### src/sv/nq_pkg.sv
// Shared constants and the result record for the N-queens search block.
package nq_pkg;

	// Largest board the search supports
	localparam int MAX_SIZE = 16;
	// Index of one row or column of the board
	localparam int IDX_W    = (MAX_SIZE > 1) ? $clog2(MAX_SIZE) : 1;
	// Counts that must also hold the board size itself
	localparam int CNT_W    = $clog2(MAX_SIZE + 1);
	// Fixed widths of the beat fields
	localparam int SIZE_W   = 5;
	localparam int FIELD_W  = 4;

	// One result beat, before packing onto the stream
	typedef struct packed {
		logic [FIELD_W-1:0] row_index;
		logic [FIELD_W-1:0] queen_column;
		logic               found;
		logic               last;
	} nq_res_t;

endpackage

### src/sv/nq_check.sv
// Shared attack check: does one placed queen hit the trial square.
module nq_check
	import nq_pkg::*;
(
	input  logic [IDX_W-1:0] placed_col,
	input  logic [CNT_W-1:0] trial_col,
	input  logic [CNT_W-1:0] row_gap,
	output logic             conflict
);

	localparam int SUM_W = CNT_W + 1;

	logic [SUM_W-1:0] p_ext;
	logic [SUM_W-1:0] t_ext;
	logic [SUM_W-1:0] d_ext;

	assign p_ext = SUM_W'(placed_col);
	assign t_ext = SUM_W'(trial_col);
	assign d_ext = SUM_W'(row_gap);

	// same column, or either upper diagonal
	assign conflict = (p_ext == t_ext) || (p_ext + d_ext == t_ext) || (t_ext + d_ext == p_ext);

endmodule

### src/sv/nq_search.sv
// Backtracking sequencer with the placed-column store and result issue.
module nq_search
	import nq_pkg::*;
(
	input  logic              clk,
	input  logic              arst_n,
	input  logic              in_valid,
	output logic              in_ready,
	input  logic [SIZE_W-1:0] board_size,
	output logic              res_valid,
	input  logic              res_ready,
	output nq_res_t           res
);

	typedef enum logic [2:0] {
		S_IDLE,
		S_TRY,
		S_SCAN,
		S_BACK,
		S_EMIT_RD,
		S_EMIT_OUT,
		S_MISS
	} state_t;

	state_t           state_q;
	logic [CNT_W-1:0] n_q;
	logic [CNT_W-1:0] row_q;
	logic [CNT_W-1:0] col_q;
	logic [IDX_W-1:0] scan_q;
	logic [IDX_W-1:0] emit_q;

	// placed column of each row, no reset: only read after written
	logic [IDX_W-1:0] mem_q [MAX_SIZE];
	logic [IDX_W-1:0] rd_q;
	logic [IDX_W-1:0] rd_addr;
	logic             wr_en;

	logic             solved;
	logic             col_exhausted;
	logic             scan_done;
	logic             emit_done;
	logic             conflict;
	logic             size_bad;
	logic [CNT_W-1:0] row_gap;
	logic [CNT_W-1:0] row_dec;

	assign solved        = (row_q == n_q);
	assign col_exhausted = (col_q >= n_q);
	assign row_gap       = row_q - CNT_W'(scan_q);
	assign row_dec       = row_q - CNT_W'(1);
	assign scan_done     = (CNT_W'(scan_q) + CNT_W'(1) == row_q);
	assign emit_done     = (CNT_W'(emit_q) + CNT_W'(1) == n_q);
	assign size_bad      = (board_size == '0) || (int'(board_size) > MAX_SIZE);

	// single compare unit, one earlier row per cycle
	nq_check u_check (
		.placed_col (rd_q),
		.trial_col  (col_q),
		.row_gap    (row_gap),
		.conflict   (conflict)
	);

	// store write: a safe square is committed for the current row
	assign wr_en = ((state_q == S_TRY) && !solved && !col_exhausted && (row_q == '0)) ||
	               ((state_q == S_SCAN) && !conflict && scan_done);

	// store read address
	always_comb begin
		case (state_q)
			S_TRY:   rd_addr = col_exhausted ? row_dec[IDX_W-1:0] : '0;
			S_SCAN:  rd_addr = scan_q + IDX_W'(1);
			default: rd_addr = emit_q;
		endcase
	end

	always_ff @(posedge clk) begin
		if (wr_en) begin
			mem_q[row_q[IDX_W-1:0]] <= col_q[IDX_W-1:0];
		end
		rd_q <= mem_q[rd_addr];
	end

	// search sequencer
	always_ff @(posedge clk or negedge arst_n) begin
		if (!arst_n) begin
			state_q <= S_IDLE;
			n_q     <= '0;
			row_q   <= '0;
			col_q   <= '0;
			scan_q  <= '0;
			emit_q  <= '0;
		end else begin
			case (state_q)
				S_IDLE: begin
					if (in_valid) begin
						row_q <= '0;
						col_q <= '0;
						if (size_bad) begin
							state_q <= S_MISS;
						end else begin
							n_q     <= CNT_W'(board_size);
							state_q <= S_TRY;
						end
					end
				end
				S_TRY: begin
					if (solved) begin
						emit_q  <= '0;
						state_q <= S_EMIT_RD;
					end else if (col_exhausted) begin
						if (row_q == '0) begin
							state_q <= S_MISS;
						end else begin
							row_q   <= row_dec;
							state_q <= S_BACK;
						end
					end else if (row_q == '0) begin
						// nothing above the first row
						row_q <= row_q + CNT_W'(1);
						col_q <= '0;
					end else begin
						scan_q  <= '0;
						state_q <= S_SCAN;
					end
				end
				S_SCAN: begin
					if (conflict) begin
						col_q   <= col_q + CNT_W'(1);
						state_q <= S_TRY;
					end else if (scan_done) begin
						row_q   <= row_q + CNT_W'(1);
						col_q   <= '0;
						state_q <= S_TRY;
					end else begin
						scan_q <= scan_q + IDX_W'(1);
					end
				end
				S_BACK: begin
					// resume one column past the queen just lifted
					col_q   <= CNT_W'(rd_q) + CNT_W'(1);
					state_q <= S_TRY;
				end
				S_EMIT_RD: begin
					state_q <= S_EMIT_OUT;
				end
				S_EMIT_OUT: begin
					if (res_ready) begin
						if (emit_done) begin
							state_q <= S_IDLE;
						end else begin
							emit_q  <= emit_q + IDX_W'(1);
							state_q <= S_EMIT_RD;
						end
					end
				end
				S_MISS: begin
					if (res_ready) begin
						state_q <= S_IDLE;
					end
				end
				default: state_q <= S_IDLE;
			endcase
		end
	end

	assign in_ready  = (state_q == S_IDLE);
	assign res_valid = (state_q == S_EMIT_OUT) || (state_q == S_MISS);

	// result fields; a miss reports row 0, column 0
	always_comb begin
		res.found        = (state_q == S_EMIT_OUT);
		res.row_index    = res.found ? FIELD_W'(emit_q) : '0;
		res.queen_column = res.found ? FIELD_W'(rd_q) : '0;
		res.last         = (state_q == S_MISS) || emit_done;
	end

	// checks
	a_no_overlap: assert property (@(posedge clk) disable iff (!arst_n)
		in_ready |-> !res_valid)
		else $error("input taken while a result is pending");

	a_scan_range: assert property (@(posedge clk) disable iff (!arst_n)
		(state_q == S_SCAN) |-> (CNT_W'(scan_q) < row_q))
		else $error("scan row beyond current row");

	a_write_range: assert property (@(posedge clk) disable iff (!arst_n)
		wr_en |-> ((col_q < n_q) && (row_q < n_q)))
		else $error("store write outside the board");

	a_miss_shape: assert property (@(posedge clk) disable iff (!arst_n)
		(res_valid && !res.found) |-> (res.last && (res.row_index == '0) &&
		(res.queen_column == '0)))
		else $error("malformed not-found result");

	a_back_source: assert property (@(posedge clk) disable iff (!arst_n)
		(state_q == S_BACK) |-> ($past(state_q) == S_TRY))
		else $error("backtrack entered from wrong state");

endmodule

### src/sv/n_queens_first_solution.sv
// Top level of the first-solution N-queens search with its output register.
//
// Input stream (s_axis_*): one beat carries a board size in tdata[4:0].
// A beat is taken only while the block is idle; tready stays low for the
// whole search and until the last result beat has left the search engine.
// Output stream (m_axis_*): one beat per row, row_index and queen_column in
// tdata, tuser high when a placement was found, tlast on the final beat.
// Sizes with no placement (2, 3, zero, above 16) give a single beat with
// tuser low, tlast high and zero data.
// Search time is data dependent: each tried square passes the try state
// and then the shared attack check, which compares the earlier rows in turn
// and stops at the first attack; a step back passes the try and back
// states, and each result beat is read from the column store and then issued.
// An output register decouples the receiver; while m_axis_tready is low the
// held beat stays and the search engine waits at its current result.
// Reset (arst_n low) returns the engine to idle and empties the output
// register; the column store needs no clearing.
module n_queens_first_solution
	import nq_pkg::*;
(
	input  logic       clk,
	input  logic       arst_n,
	input  logic       s_axis_tvalid,
	output logic       s_axis_tready,
	input  logic [7:0] s_axis_tdata,   // [4:0] board_size
	output logic       m_axis_tvalid,
	input  logic       m_axis_tready,
	output logic [7:0] m_axis_tdata,   // [3:0] row_index, [7:4] queen_column
	output logic       m_axis_tuser,   // [0] found
	output logic       m_axis_tlast
);

	logic    res_valid;
	logic    res_ready;
	nq_res_t res;
	nq_res_t out_q;
	logic    out_valid_q;

	nq_search u_search (
		.clk        (clk),
		.arst_n     (arst_n),
		.in_valid   (s_axis_tvalid),
		.in_ready   (s_axis_tready),
		.board_size (s_axis_tdata[SIZE_W-1:0]),
		.res_valid  (res_valid),
		.res_ready  (res_ready),
		.res        (res)
	);

	// output register
	assign res_ready = !out_valid_q || m_axis_tready;

	always_ff @(posedge clk or negedge arst_n) begin
		if (!arst_n) begin
			out_valid_q <= 1'b0;
		end else if (res_ready) begin
			out_valid_q <= res_valid;
		end
	end

	always_ff @(posedge clk) begin
		if (res_valid && res_ready) begin
			out_q <= res;
		end
	end

	assign m_axis_tvalid = out_valid_q;
	assign m_axis_tdata  = {out_q.queen_column, out_q.row_index};
	assign m_axis_tuser  = out_q.found;
	assign m_axis_tlast  = out_q.last;

endmodule

### config.mk
export PLATFORM = sky130hd
export DESIGN_NAME = n_queens_first_solution
export DESIGN_NICKNAME = d
export VERILOG_FILES = /design/src/sv/nq_pkg.sv /design/src/sv/nq_check.sv /design/src/sv/nq_search.sv /design/src/sv/n_queens_first_solution.sv
export SDC_FILE = /design/constraint.sdc
export NUM_CORES = 1
export LEC_CHECK = 0
export ABC_CLOCK_PERIOD_IN_PS = 9900
export BUFFER_PORTS_ARGS = -buffer_cell sky130_fd_sc_hd__buf_2
export CAP_MARGIN = 20
export CORE_MARGIN = 2
export CORE_UTILIZATION = 64
export CTS_BUF_LIST = sky130_fd_sc_hd__clkbuf_2
export DETAILED_ROUTE_END_ITERATION = 10
export PLACE_DENSITY = 0.94
export SETUP_SLACK_MARGIN = 0.3
export SLEW_MARGIN = 20
export SYNTH_ARGS = -nofsm -noshare
export SYNTH_HDL_FRONTEND = slang
export SYNTH_SLANG_ARGS = --single-unit
### constraint.sdc
create_clock -name clk -period 9.9 [get_ports clk]
set_input_delay 0.99 -clock clk [delete_from_list [all_inputs] [get_ports clk]]
set_output_delay 0.99 -clock clk [all_outputs]
set_load 0.01 [all_outputs]
# [After elaboration in Yosys (flattened, before gate mapping)]
# Memory sizes are Yosys's and may differ from the RTL's. A register that Yosys moved wholly into a read port is not among the register bits.
# Index checks and enable logic that the tools add are counted.
[totals] elab_cells=124 ramBits=64 n_memories=1 ff_bits=37 inputBits=12
[op_classes] n_mux=40 n_lt_le_gt_ge=2 n_reduce_logical=30 add_sub_neg=11 n_bitwise=1 eq_ne=28
[memory_table] name="u_search.mem_q" depth=16 width=4 read_ports=1 rd_clocked_by_memory_dff=1 wr=1 line_no="nq_search.sv:33" text="logic [IDX_W-1:0] mem_q [MAX_SIZE];"
[ops] operator="$mux W5" n=12
[ops] operator="$mux W4" n=9
[ops] operator="$mux W3" n=11
[ops] operator="$pmux W4 S2" n=3
[ops] operator="$pmux W3 S7" n=1
[ops] operator="$ne A2 B2 Y1 const B" n=10
[ops] operator="$pmux W5 S4" n=1
[ops] operator="$add A4 B1 Y5 const B" n=3
[ops] operator="$eq A5 B5 Y1" n=3
[ops] operator="$pmux W5 S3" n=1
[ops] operator="$reduce_and A6 Y1" n=2
[ops] operator="$add A5 B1 Y5 const B" n=2
[ops] operator="$logic_not A5 Y1" n=2
[ops] operator="$eq A3 B3 Y1 const B" n=3
[ops] operator="$add A4 B1 Y4 const B" n=2
[ops] operator="$logic_or A1 B1 Y1" n=7
[ops] operator="$reduce_and A7 Y1" n=1
[ops] operator="$add A4 B5 Y6" n=1
[ops] operator="$add A5 B5 Y6" n=1
[ops] operator="$eq A3 B2 Y1 const B" n=2
[ops] operator="$eq A6 B4 Y1" n=1
[ops] operator="$eq A6 B5 Y1" n=1
[ops] operator="$logic_and A1 B1 Y1" n=6
[ops] operator="$eq A4 B5 Y1" n=1
[ops] operator="other kinds (20)" n=26

# [Logic depth before layout (Yosys ltp)]
# Gate-level depths: netlist (run 1).
[logic_depth] word_depth=11 ltp_mapped=16 depth_no_buf=14

# [By module]
# A second synthesis (run 1) with hierarchy kept.
[unflattened] hier_cells=558 hier_area_um2=6192.2
[modules_own_cells] mod="nq_search" seq_area_each_um2=2652.5 instances=1 area_per_inst_um2=5363.9 cells_each=482
[modules_own_cells] mod="nq_check" seq_area_each_um2=0.0 instances=1 area_per_inst_um2=474.2 cells_each=62
[modules_own_cells] mod="n_queens_first_solution" seq_area_each_um2=325.3 instances=1 area_per_inst_um2=354.1 cells_each=14

# [Worst setup path after synthesis (run 1)]
# No wires, ideal clock.
[synth_path] path_kind="register -> register" start="register u_search.row_q[0]" end="memory u_search.mem_q[8][0] (netlist bit), enable pin" stages_incl_launch_ff=16 path_buffers=2 t_required_ns=9.521 setup_time_ns=0.379 slack_ns=5.506 arrival_ns=4.015 cell_sequence="dfrtp_1 -> clkbuf_1 -> inv_1 -> ha_1 -> fa_1 -> nand2b_1 -> a21oi_1 -> xnor2_1 -> ha_1 -> xor2_1 -> a311o_1 -> a31oi_2 -> o21a_1 -> a31oi_1 -> clkbuf_1 -> nor4b_1"
[synth_via] elab_chain_len=11
[synth_rtl] element="start: declaration" line_no="nq_search.sv:27" text="logic [CNT_W-1:0] row_q;"
[synth_rtl] element="start signal: assignment" line_no="nq_search.sv:114" text="row_q <= row_dec;"
[synth_rtl] element="start signal: assignment" line_no="nq_search.sv:119" text="row_q <= row_q + CNT_W'(1);"
[synth_rtl] element="start signal: assignment" line_no="nq_search.sv:131" text="row_q <= row_q + CNT_W'(1);"
[synth_rtl] element="$sub A5 B4 Y5" line_no="nq_search.sv:49" text="assign row_gap = row_q - CNT_W'(scan_q);"
[synth_rtl] element="$add A4 B5 Y6" line_no="nq_check.sv:22" text="assign conflict = (p_ext == t_ext) || (p_ext + d_ext == t_ext) || (t_ext + d_ext == p_ext);"
[synth_rtl] element="$eq A6 B5 Y1" line_no="nq_check.sv:22"
[synth_rtl] element="$logic_or A1 B1 Y1 (2 in series)" line_no="nq_check.sv:22"
[synth_rtl] element="$logic_not A1 Y1" line_no="nq_search.sv:65" text="((state_q == S_SCAN) && !conflict && scan_done);"
[synth_rtl] element="$logic_and A1 B1 Y1 (2 in series)" line_no="nq_search.sv:65"
[synth_rtl] element="$logic_or A1 B1 Y1" line_no="nq_search.sv:64" text="assign wr_en = ((state_q == S_TRY) && !solved && !col_exhausted && (row_q == '0)) ||"
[synth_rtl] element="$mux W1" line_no="nq_search.sv:77" text="if (wr_en) begin"
[synth_rtl] element="$mux W1 (not written as such)" line_no="nq_search.sv:78" text="mem_q[row_q[IDX_W-1:0]] <= col_q[IDX_W-1:0];"
[synth_rtl] element="end: declaration" line_no="nq_search.sv:33"
# Parallel ways exist; a longest one is shown, timed or not.

# [Worst setup path after layout (run 1)]
[layout_path] start="register u_search.row_q[0]" end="memory u_search.mem_q[10][1] (netlist bit), enable pin"
# The elaborated chain is that of the path after synthesis.

==> results.toml, run 1 <==
[run_status]
outcome = "completed"

[setup_path]
required_ps = 10190
crit_arrival_ps = 5230
rrSetupSlack_ps = 4960
crit_fanout = 16
end_kind = "flip-flop"
crit_type = "reg -> reg"
start_kind = "flip-flop"

[route]
drtAntennaViolNets = 0
drc = 0
drt_pre_antenna_iters = 5
wl_per_cell_um = 21.2
avgViaCountPerCell = 6.89
via_count = 4931
first_iter_violations = 584
drt_wl_total_mm = 15.2

[timing]
clock_skew_ps = 33.0
finalHoldViolCount = 0
tightest_slew_ps = 1100
min_period_ps = 4940
finalCritPeriodShare_pct = 49.9
relSlewSlack_pct = 26.5
final_max_slew_viol_count = 0
setup_viol = 0
fin_ws_ps = 4960
rsz0062_at_grt = "false"
fmax_mhz = 202
setup_tns_ps = 0

[clock_network]
htree_levels = 3
clock_sinks = 105
clkLatencyLatePin_ps = 640
clockRootBuffer = "clkbuf_2"
postCtsResizedCells = 0
cts_setup_buffers = 0
clk_pin_slew_worst_paths_ps = 290
cts_buffer_depth = 2
cts_buffers = 9
hold_buffers = 0
cts_tree = "built"

[placement]
placed_area_sq_um = 6420
post-dp-hpwl_mm = 10.5
portBuffers = 20
place_congestion = 0.973
dpl_worst_slack_ps = 5010

[synthesis]
synthArstFlopShare_pct = 25.7
yosys.cell_types.count = 68
yosys-top-cells-area = "edfxtp_1, dfrtp_1, ha_1"
synthMuxAreaShare_pct = 4.48
synth-compound-area-share_pct = 17.3
ys_top_cells_by_count = "edfxtp_1, nand3_1, o21ai_0"
yosysTopAreaCell = "edfxtp_1"
synth.top_cell.area_share_pct = 35.4
synth_area_sq_um = 6290
synth_top_flop_cell = "edfxtp_1"
avgSynthCellArea_sq_um = 10.8
seq_area_frac_synth_pct = 47.4
synth_edf_count = 74
synth_warnings = 0
synthSimpleGateAreaFrac_pct = 15.3
yosysMostFrequentCell = "edfxtp_1"
ys_ff_latch = 105
synth_top_family_by_area = "compound AO/OA/AOI/OAI gates"
syn-num-nets = 624
postSynthCellCount = 581
synth_xor_xnor_area_share_pct = 5.51
yosys.area_share.adder_pct = 6.53

[die]
die_h_um = 103
die_area_sq_um = 10600
start_util_pct = 65.2
dieWidth_um = 103
fp-row-count = 36
fp.coreArea_sq_um = 9640
ios = 24

[cells_and_area]
fill_cells = 709
finalInstanceArea_sq_um = 6530
drive_gt1_share_pct = 9.95
nNetsFinal = 621
areaGrowthSynthToFinish_pct = 3.84
antenna_cells = 0

[grt]
track_usage_pct = 30.2
grt_pass1_vias = 4784
grt_max_degree = 28
grt_first_pass_wirelength_mm = 24.1
antenna_found_initial = 0
gr-total-overflow = 0

[job]
drv_cap = 0

[min_path]
holdCritPathClass = "in -> async"

[power]
p_leak_nw = 2.56
power.density_nw_per_um2 = 364
ir_drop_mv = 0.209
-- worst paths after layout --
| check | from | to | cells after the start |
|---|---|---|---|
| min in group clk | s_axis_tdata[3] | u_search.n_q[3]$_DFFE_PN0P_ | 2 |
| max | u_search.row_q[0]$_DFFE_PN0P_ | u_search.mem_q[10][1]$_DFFE_PP_ | 14 |
| max in group asynchronous | arst_n | u_search.scan_q[1]$_DFFE_PN0P_ | 1 |
| min reg2reg | u_search.n_q[4]$_DFFE_PN0P_ | u_search.n_q[4]$_DFFE_PN0P_ | 1 |
| max reg2reg | u_search.row_q[0]$_DFFE_PN0P_ | u_search.mem_q[10][1]$_DFFE_PP_ | 14 |
| min | arst_n | u_search.row_q[2]$_DFFE_PN0P_ | 1 |
-- cell type report --
cell class / count / area [sq um] / share of cell area, %
Clock buffer: 10 / 50.0 / 0.767
Clock inverter: 6 / 51.3 / 0.786
Inverter: 16 / 61.3 / 0.939
Multi-Input combinational cell: 423 / 3100 / 47.5
Sequential cell: 105 / 2980 / 45.6
Tap cell: 133 / 166 / 2.55
Timing Repair Buffer: 23 / 123 / 1.88
-- worst max-delay path: stages, from the launching register on --
cell	delay [ps]
dfrtp_1	630
inv_1	240
ha_1	270
fa_1	390
nand2b_1	160
a21oi_1	150
xnor2_1	200
ha_1	320
xor2_1	170
a311o_1	370
a31oi_2	260
o21a_1	280
a31oi_1	110
buf_4	220
nor4b_1	820
-- through the flow --
| stage | hold WS [ps] | cells | utilization [%] | total power, mW |
|---|---|---|---|---|
| after floorplan | 522 | 581 | - | 1.88 |
| after global placement | 543 | 700 | 66.6 | 2.05 |
| after detailed placement | 576 | 700 | 66.6 | 2.14 |
| after CTS | 333 | 716 | 67.6 | 2.33 |
| after global routing | 376 | 716 | 67.7 | 2.53 |
| final | 336 | 716 | 67.7 | 2.38 |
-- cells by family (layout without fill, tap and decap cells) --
logic type	Yosys count	after routing
AO/OA/AOI/OAI	155	155
XOR/XNOR	38	38
adder cells (fa/ha/maj)	31	31
buffers and inverters	53	55
flip-flops	105	105
multiplexers	27	27
AND/OR/NAND/NOR	172	172
-- sequential cells by signal, summed over array words and instances (netlist names) --
name,count
u_search.mem_q,64
m_axis_tdata,8
u_search.col_q,5
u_search.n_q,5
u_search.row_q,5
u_search.emit_q,4
u_search.rd_q,4
u_search.scan_q,4
u_search.state_q,3
m_axis_tlast,1
m_axis_tuser,1
m_axis_tvalid,1
-- power by group --
| group | switching (mW) | total [mW] | internal, mW |
|---|---|---|---|
| clock network | 0.155 | 0.194 | 0.0382 |
| logic | 0.845 | 1.43 | 0.587 |
| registers | 0.181 | 0.750 | 0.569 |
| total | 1.18 | 2.38 | 1.19 |
-- metal layers --
| layer | wire (um) | global-route usage (%) | vias to the layer above | share of wire (%) |
|---|---|---|---|---|
| met2 | 7380 | 49.3 | 327 | 49 |
| met5 | 0 | 0 | - | 0 |
| met3 | 1390 | 7.59 | 72 | 9.2 |
| met1 | 5770 | 37.9 | 2335 | 38 |
| li1 | - | - | 2197 | - |
| met4 | 651 | 14.7 | 0 | 4.3 |
-- cell usage in the layout, fill, tap and decap left out, types with 11 or more instances in the layout --
master	netlist	final
inv_1	15	15
o211ai_1	19	19
o21ai_0	33	33
xnor2_1	23	23
nand3_1	38	38
edfxtp_1	74	74
xor2_1	14	14
a21oi_1	28	28
ha_1	28	28
buf_2	10	20
nor2_1	31	31
nand2_1	23	23
nor2b_1	11	11
mux2i_1	18	18
dfrtp_1	27	27
nor3b_1	11	11
Power figures use the tool's default switching activity.
==> run 2, diff against run 1 <==
Settings changed: ABC_AREA set to 1, ABC_CLOCK_PERIOD_IN_PS 9900 to 4350, CORE_UTILIZATION 64 to 58, PLACE_DENSITY 0.94 to 0.9.
Clock period 9.9 ns to 4.35 ns, I/O delays scaled along.
==> results.toml, run 2 <==
[cells_and_area]
nNetsFinal = 819
finalInstanceArea_sq_um = 6680
instances_no_fill = 917
utilization_pct = 64.1
final_cell_mix = "nand2_1, inv_1, nand3_1"
antenna_cells = 0
drive_gt1_share_pct = 9.09
areaGrowthSynthToFinish_pct = 6.31
final_common_cell = "nand2_1"
largest_reg_flops = 64

[timing]
final_max_slew_viol_count = 0
tightest_slew_ps = 928
fin_ws_ps = 491
rsz0062_at_grt = "true"
clock_skew_ps = 54.5
setup_tns_ps = 0
finalCritPeriodShare_pct = 88.7
min_period_ps = 3860
relSlewSlack_pct = 38.2
finalHoldViolCount = 0
timing.hold.ws_ps = 47.5
fmax_mhz = 259
setup_viol = 0

[grt]
track_usage_pct = 25.2
gr-total-overflow = 0
grt_max_degree = 34
grt_first_pass_wirelength_mm = 22.7
grt_pass1_vias = 4847
antenna_found_initial = 0

[route]
via_count = 5098
drtAntennaViolNets = 0
first_iter_violations = 477
wl_per_cell_um = 15.1
drt_pre_antenna_iters = 6
drc = 0
avgViaCountPerCell = 5.56
drt_wl_total_mm = 13.9

[power]
power.density_nw_per_um2 = 700
power.total_mw = 4.68
p_leak_nw = 3.09
ir_drop_mv = 0.382

[synthesis]
postSynthCellCount = 750
synthArstFlopShare_pct = 25.7
yosysMostFrequentCell = "nand2_1"
ys_ff_latch = 105
avgSynthCellArea_sq_um = 8.38
ys_top_cells_by_count = "nand2_1, inv_1, nand3_1"
syn-num-nets = 793
yosys-top-cells-area = "edfxtp_1, dfrtp_1, nand2_1"
yosysTopAreaCell = "edfxtp_1"
seq_area_frac_synth_pct = 47.4
synth_top_flop_cell = "edfxtp_1"
synth_edf_count = 74
yosys.cell_types.count = 37
synth_warnings = 0
synth.top_cell.area_share_pct = 35.4
synth_area_sq_um = 6280

[placement]
dpl_worst_slack_ps = 546
portBuffers = 20
place_congestion = 0.897
placed_area_sq_um = 6480
placedCellCount = 896
post-dp-hpwl_mm = 9.85

[job]
drv_cap = 0

[clock_network]
cts_setup_buffers = 0
cts_buffers = 9
clock_sinks = 105
htree_levels = 3
clkLatencyLatePin_ps = 630
clockRootBuffer = "clkbuf_2"
cts_tree = "built"
cts_buffer_depth = 2
clk_pin_slew_worst_paths_ps = 310

[setup_path]
crit_arrival_ps = 4180
crit_type = "reg -> reg"
crit_fanout = 7
end_kind = "flip-flop"
required_ps = 4670
start_kind = "flip-flop"

[min_path]
holdCritPathClass = "in -> reg"

[run_status]
outcome = "completed"

[die]
fp-row-count = 37
dieWidth_um = 108
die_area_sq_um = 11700
start_util_pct = 60.3
die_h_um = 108
ios = 24
fp.coreArea_sq_um = 10400
## run 2: cell count changes after synthesis, sizes merged, moves of 13 or more
cell | previous run | this run
a21oi | 30 | 5
clkbuf | 26 | 0
inv | 15 | 129
mux2i | 18 | 0
nand2 | 23 | 178
nand3 | 38 | 115
nand3b | 6 | 19
nor2 | 31 | 66
o211ai | 19 | 1
## run 2: worst paths after layout
check / startpoint / to / slack, ps / cells past startpoint
setup / recovery: u_search.row_q[0]$_DFFE_PN0P_ / u_search.mem_q[12][2]$_DFFE_PP_ / 490 / 16
hold / removal: s_axis_tdata[4] / u_search.n_q[4]$_DFFE_PN0P_ / 50 / 3
setup reg to reg: u_search.row_q[0]$_DFFE_PN0P_ / u_search.mem_q[12][2]$_DFFE_PP_ / 490 / 16
hold reg to reg: u_search.state_q[1]$_DFFE_PN0P_ / u_search.state_q[1]$_DFFE_PN0P_ / 600 / 2
max in group asynchronous: arst_n / u_search.row_q[0]$_DFFE_PN0P_ / 3570 / 2
min in group asynchronous: arst_n / u_search.row_q[3]$_DFFE_PN0P_ / 320 / 2
## run 2: kinds of logic after synthesis
family / after synthesis / share of synthesized area [%]
adder cells (fa/ha/maj): 31 / 6.53
flip-flops: 105 / 47.4
AO/OA/AOI/OAI: 40 / 3.53
buffers and inverters: 144 / 9.44
XOR/XNOR: 29 / 4.04
AND/OR/NAND/NOR: 401 / 29.1
## run 2: area by class of cell
type                    instances  area, sq um
flip-flops and latches        105         2980
repair buffers                 30          188
inverters                     129          487
multi-input cells             501         2730
fillers                       838         3740
clock inverters                 7         83.8
clock buffers                   9         45.0
well taps                     136          170
## run 2: worst max-delay path, stage by stage (launching register included)
cell,delay [ps]
dfrtp_2,520
inv_1,230
ha_1,250
fa_1,420
inv_1,190
fa_1,480
inv_1,70
nand2_1,40
nand3_1,80
nor2_1,40
nand4_1,80
nor2_1,50
nor2_1,200
nand4_1,180
nand2_1,170
nand2_1,180
nor2_1,340
## run 2: timing repair
| item | 4_1_cts | 5_1_grt |
|---|---|---|
| hold buffers | 5 | 0 |
| endpoints found under the hold margin | 31 | 0 |
| gates resized for setup | 0 | 7 |
| setup endpoints to repair | 0 | 49 |
## run 2: routing by layer
| layer | share of wire, % | vias up | track usage, % |
|---|---|---|---|
| met5 | 0 | - | 0 |
| met4 | 2.9 | 0 | 9.98 |
| met3 | 7.4 | 48 | 4.40 |
| met2 | 49 | 230 | 43.2 |
| met1 | 40 | 2328 | 32.0 |
| li1 | - | 2492 | - |
## run 2: report_power, final
| part | switching, mW | leakage, nW | total [mW] | internal [mW] |
|---|---|---|---|---|
| clock | 0.351 | 0.0807 | 0.498 | 0.147 |
| sequential | 0.196 | 1.08 | 1.49 | 1.29 |
| combinational | 1.81 | 1.93 | 2.69 | 0.884 |
| total | 2.36 | 3.09 | 4.68 | 2.32 |
==> run 3, diff against run 2 <==
Settings changed: ABC_CLOCK_PERIOD_IN_PS 4350 to 5000, CORE_UTILIZATION 58 to 64, PLACE_DENSITY 0.9 to 0.94, SYNTH_HIERARCHICAL set to 1.
Clock period 4.35 ns to 5 ns, I/O delays scaled along.
==> results.toml, run 3 <==
[timing]
setup_tns_ps = 0
finalHoldViolCount = 0
min_period_ps = 4200
fin_ws_ps = 796
setup_viol = 0
finalCritPeriodShare_pct = 84.1
final_max_slew_viol_count = 0
fmax_mhz = 238
relSlewSlack_pct = 41.5
tightest_slew_ps = 877
rsz0062_at_grt = "false"
clock_skew_ps = 32.5

[synthesis]
yosys.area_share.adder_pct = 6.39
synth-compound-area-share_pct = 5.30
synth_xor_xnor_area_share_pct = 3.52
synthSimpleGateAreaFrac_pct = 27.9
yosysMostFrequentCell = "nand2_1"
synth_warnings = 6
postSynthCellCount = 737
synthArstFlopShare_pct = 25.7
ys_top_cells_by_count = "nand2_1, nand3_1, inv_1"
yosys-top-cells-area = "edfxtp_1, dfrtp_1, nand2_1"
avgSynthCellArea_sq_um = 8.45
synth_top_flop_cell = "edfxtp_1"
yosysTopAreaCell = "edfxtp_1"
synth_area_sq_um = 6230
seq_area_frac_synth_pct = 47.8
synth_edf_count = 74
yosys.cell_types.count = 39
syn-num-nets = 779
synthMuxAreaShare_pct = 0
ys_ff_latch = 105
synth.top_cell.area_share_pct = 35.7
synth_top_family_by_area = "simple AND/OR/NAND/NOR gates"

[grt]
grt_pass1_vias = 4960
track_usage_pct = 28.8
gr-total-overflow = 0
grt_first_pass_wirelength_mm = 23.3
grt_max_degree = 34
antenna_found_initial = 0

[cells_and_area]
finalInstanceArea_sq_um = 6560
areaGrowthSynthToFinish_pct = 5.28
final_common_cell = "nand2_1"
multi_input_area_sq_um = 2690
antenna_cells = 0
fill_cells = 674
largest_reg_flops = 64
drive_gt1_share_pct = 10.1
final_cell_mix = "nand2_1, nand3_1, inv_1"
nNetsFinal = 800
area.sequential_sq_um = 2980

[power]
p_leak_nw = 3.05
power.density_nw_per_um2 = 611
ir_drop_mv = 0.359

[placement]
dpl_worst_slack_ps = 976
placed_area_sq_um = 6420
post-dp-hpwl_mm = 10.2
portBuffers = 20
place_congestion = 0.933

[die]
start_util_pct = 64.9
fp.coreArea_sq_um = 9590
fp-row-count = 36
ios = 24
die_h_um = 103
dieWidth_um = 103
die_area_sq_um = 10500

[setup_path]
end_kind = "flip-flop"
regToRegStartpoint = "u_search/row_q[0]$_DFFE_PN0P_"
cp_slowest_cell = "dfrtp_1"
crit_type = "reg -> reg"
worst-path-buf-inv = 4
required_ps = 5300
r2r-end = "u_search/mem_q[2][2]$_DFFE_PP_"
start_kind = "flip-flop"
crit_fanout = 8
crit_arrival_ps = 4500
cp_top_family = "simple AND/OR/NAND/NOR gates"
ff2ff_path_depth = 20
cp_common_cell = "nand2_1"
slowest_delay_ps = 580
crit_chain = "inv_1 > ha_1 > fa_1 > xnor2_1 > ha_1 > nand2_1 > nand2_2 > inv_2 > nand2_2 > nand2_1 > nand3_1 > nand2_1 > inv_1 > nand2_1 > nand3_2 > inv_1 > nand4_1 > nand2_1 > nand2_1 > nor2_1"
rrSetupSlack_ps = 800

[route]
drt_pre_antenna_iters = 6
drt_wl_total_mm = 14.5
drtAntennaViolNets = 0
avgViaCountPerCell = 5.95
wl_per_cell_um = 16.2
via_count = 5334
first_iter_violations = 471
drc = 0

[clock_network]
clkLatencyLatePin_ps = 600
cts_tree = "built"
postCtsResizedCells = 0
cts_buffer_depth = 2
clockRootBuffer = "clkbuf_2"
cts_buffers = 9
clk_pin_slew_worst_paths_ps = 290
htree_levels = 3
clock_sinks = 105

[min_path]
holdPathEnd = "u_search/n_q[1]$_DFFE_PN0P_"
holdCritPathClass = "in -> reg"
hp-start = "s_axis_tdata[1]"
worstHoldPathCells = 3

[job]
drv_cap = 0

[run_status]
outcome = "completed"
run 3: worst min-delay path, delay by kind of cell:
| kind | cells | cell delay [ps] |
|---|---|---|
| buffers and inverters | 1 | 90 |
| AND/OR/NAND/NOR | 1 | 40 |
| AO/OA/AOI/OAI | 1 | 60 |
run 3: stage by stage:
| stage | util, % | power [mW] | hold slack [ps] | instances |
|---|---|---|---|---|
| after floorplan | - | 3.05 | 204 | 737 |
| after global placement | 66.9 | 3.38 | 501 | 879 |
| after detailed placement | 66.9 | 3.53 | 522 | 879 |
| after CTS | 68.3 | 3.96 | 63.4 | 896 |
| after global routing | 68.3 | 4.33 | 60.2 | 896 |
| final | 68.3 | 4.01 | 91.9 | 896 |
run 3: cell families after synthesis:
group,count (synthesis)
compound gates,57
xor+xnor,25
buf+inv,138
flops,105
simple gates,382
fa+ha+maj,30
run 3: what timing repair did:
action / in CTS / in global routing
endpoints found under the hold margin: 27 / 0
setup buffers: 0 / 0
hold buffers: 1 / 0
run 3: final cells by class:
type | count | share of cell area (%)
inverter | 123 | 7.04
clock buffer | 10 | 0.763
sequential | 105 | 45.4
multi-input combinational | 494 | 41.0
timing repair buffer | 25 | 2.14
tap | 133 | 2.54
clock inverter | 6 | 1.11
run 3: power by group:
group | internal, mW | switching [mW] | total (mW) | leakage, nW
combinational | 0.761 | 1.60 | 2.36 | 1.90
sequential | 1.09 | 0.147 | 1.23 | 1.08
clock | 0.125 | 0.289 | 0.415 | 0.0788
total | 1.97 | 2.03 | 4.01 | 3.05
run 3: worst max path at each step:
stage | startpoint | end | slack, ps | cells past startpoint
CTS | u_search/row_q[0]$_DFFE_PN0P_ | u_search/mem_q[2][2]$_DFFE_PP_ | 880 | 20
global route | u_search/row_q[0]$_DFFE_PN0P_ | u_search/row_q[3]$_DFFE_PN0P_ | 540 | 19
detailed placement | u_search/row_q[0]$_DFFE_PN0P_ | u_search/mem_q[2][1]$_DFFE_PP_ | 980 | 17
finish | u_search/row_q[0]$_DFFE_PN0P_ | u_search/mem_q[2][2]$_DFFE_PP_ | 800 | 20
global placement | u_search/row_q[0]$_DFFE_PN0P_ | u_search/mem_q[10][2]$_DFFE_PP_ | 1180 | 17
floorplan | u_search/row_q[0]$_DFFE_PN0P_ | u_search/scan_q[0]$_DFFE_PN0P_ | 1680 | 19
run 3: routing by layer:
metal	vias up	global-route usage, %	wire [um]
met5	-	0	0
met4	0	13.7	550
met3	67	5.29	1170
met2	315	48.7	7210
met1	2489	35.9	5560
li1	2463	-	-
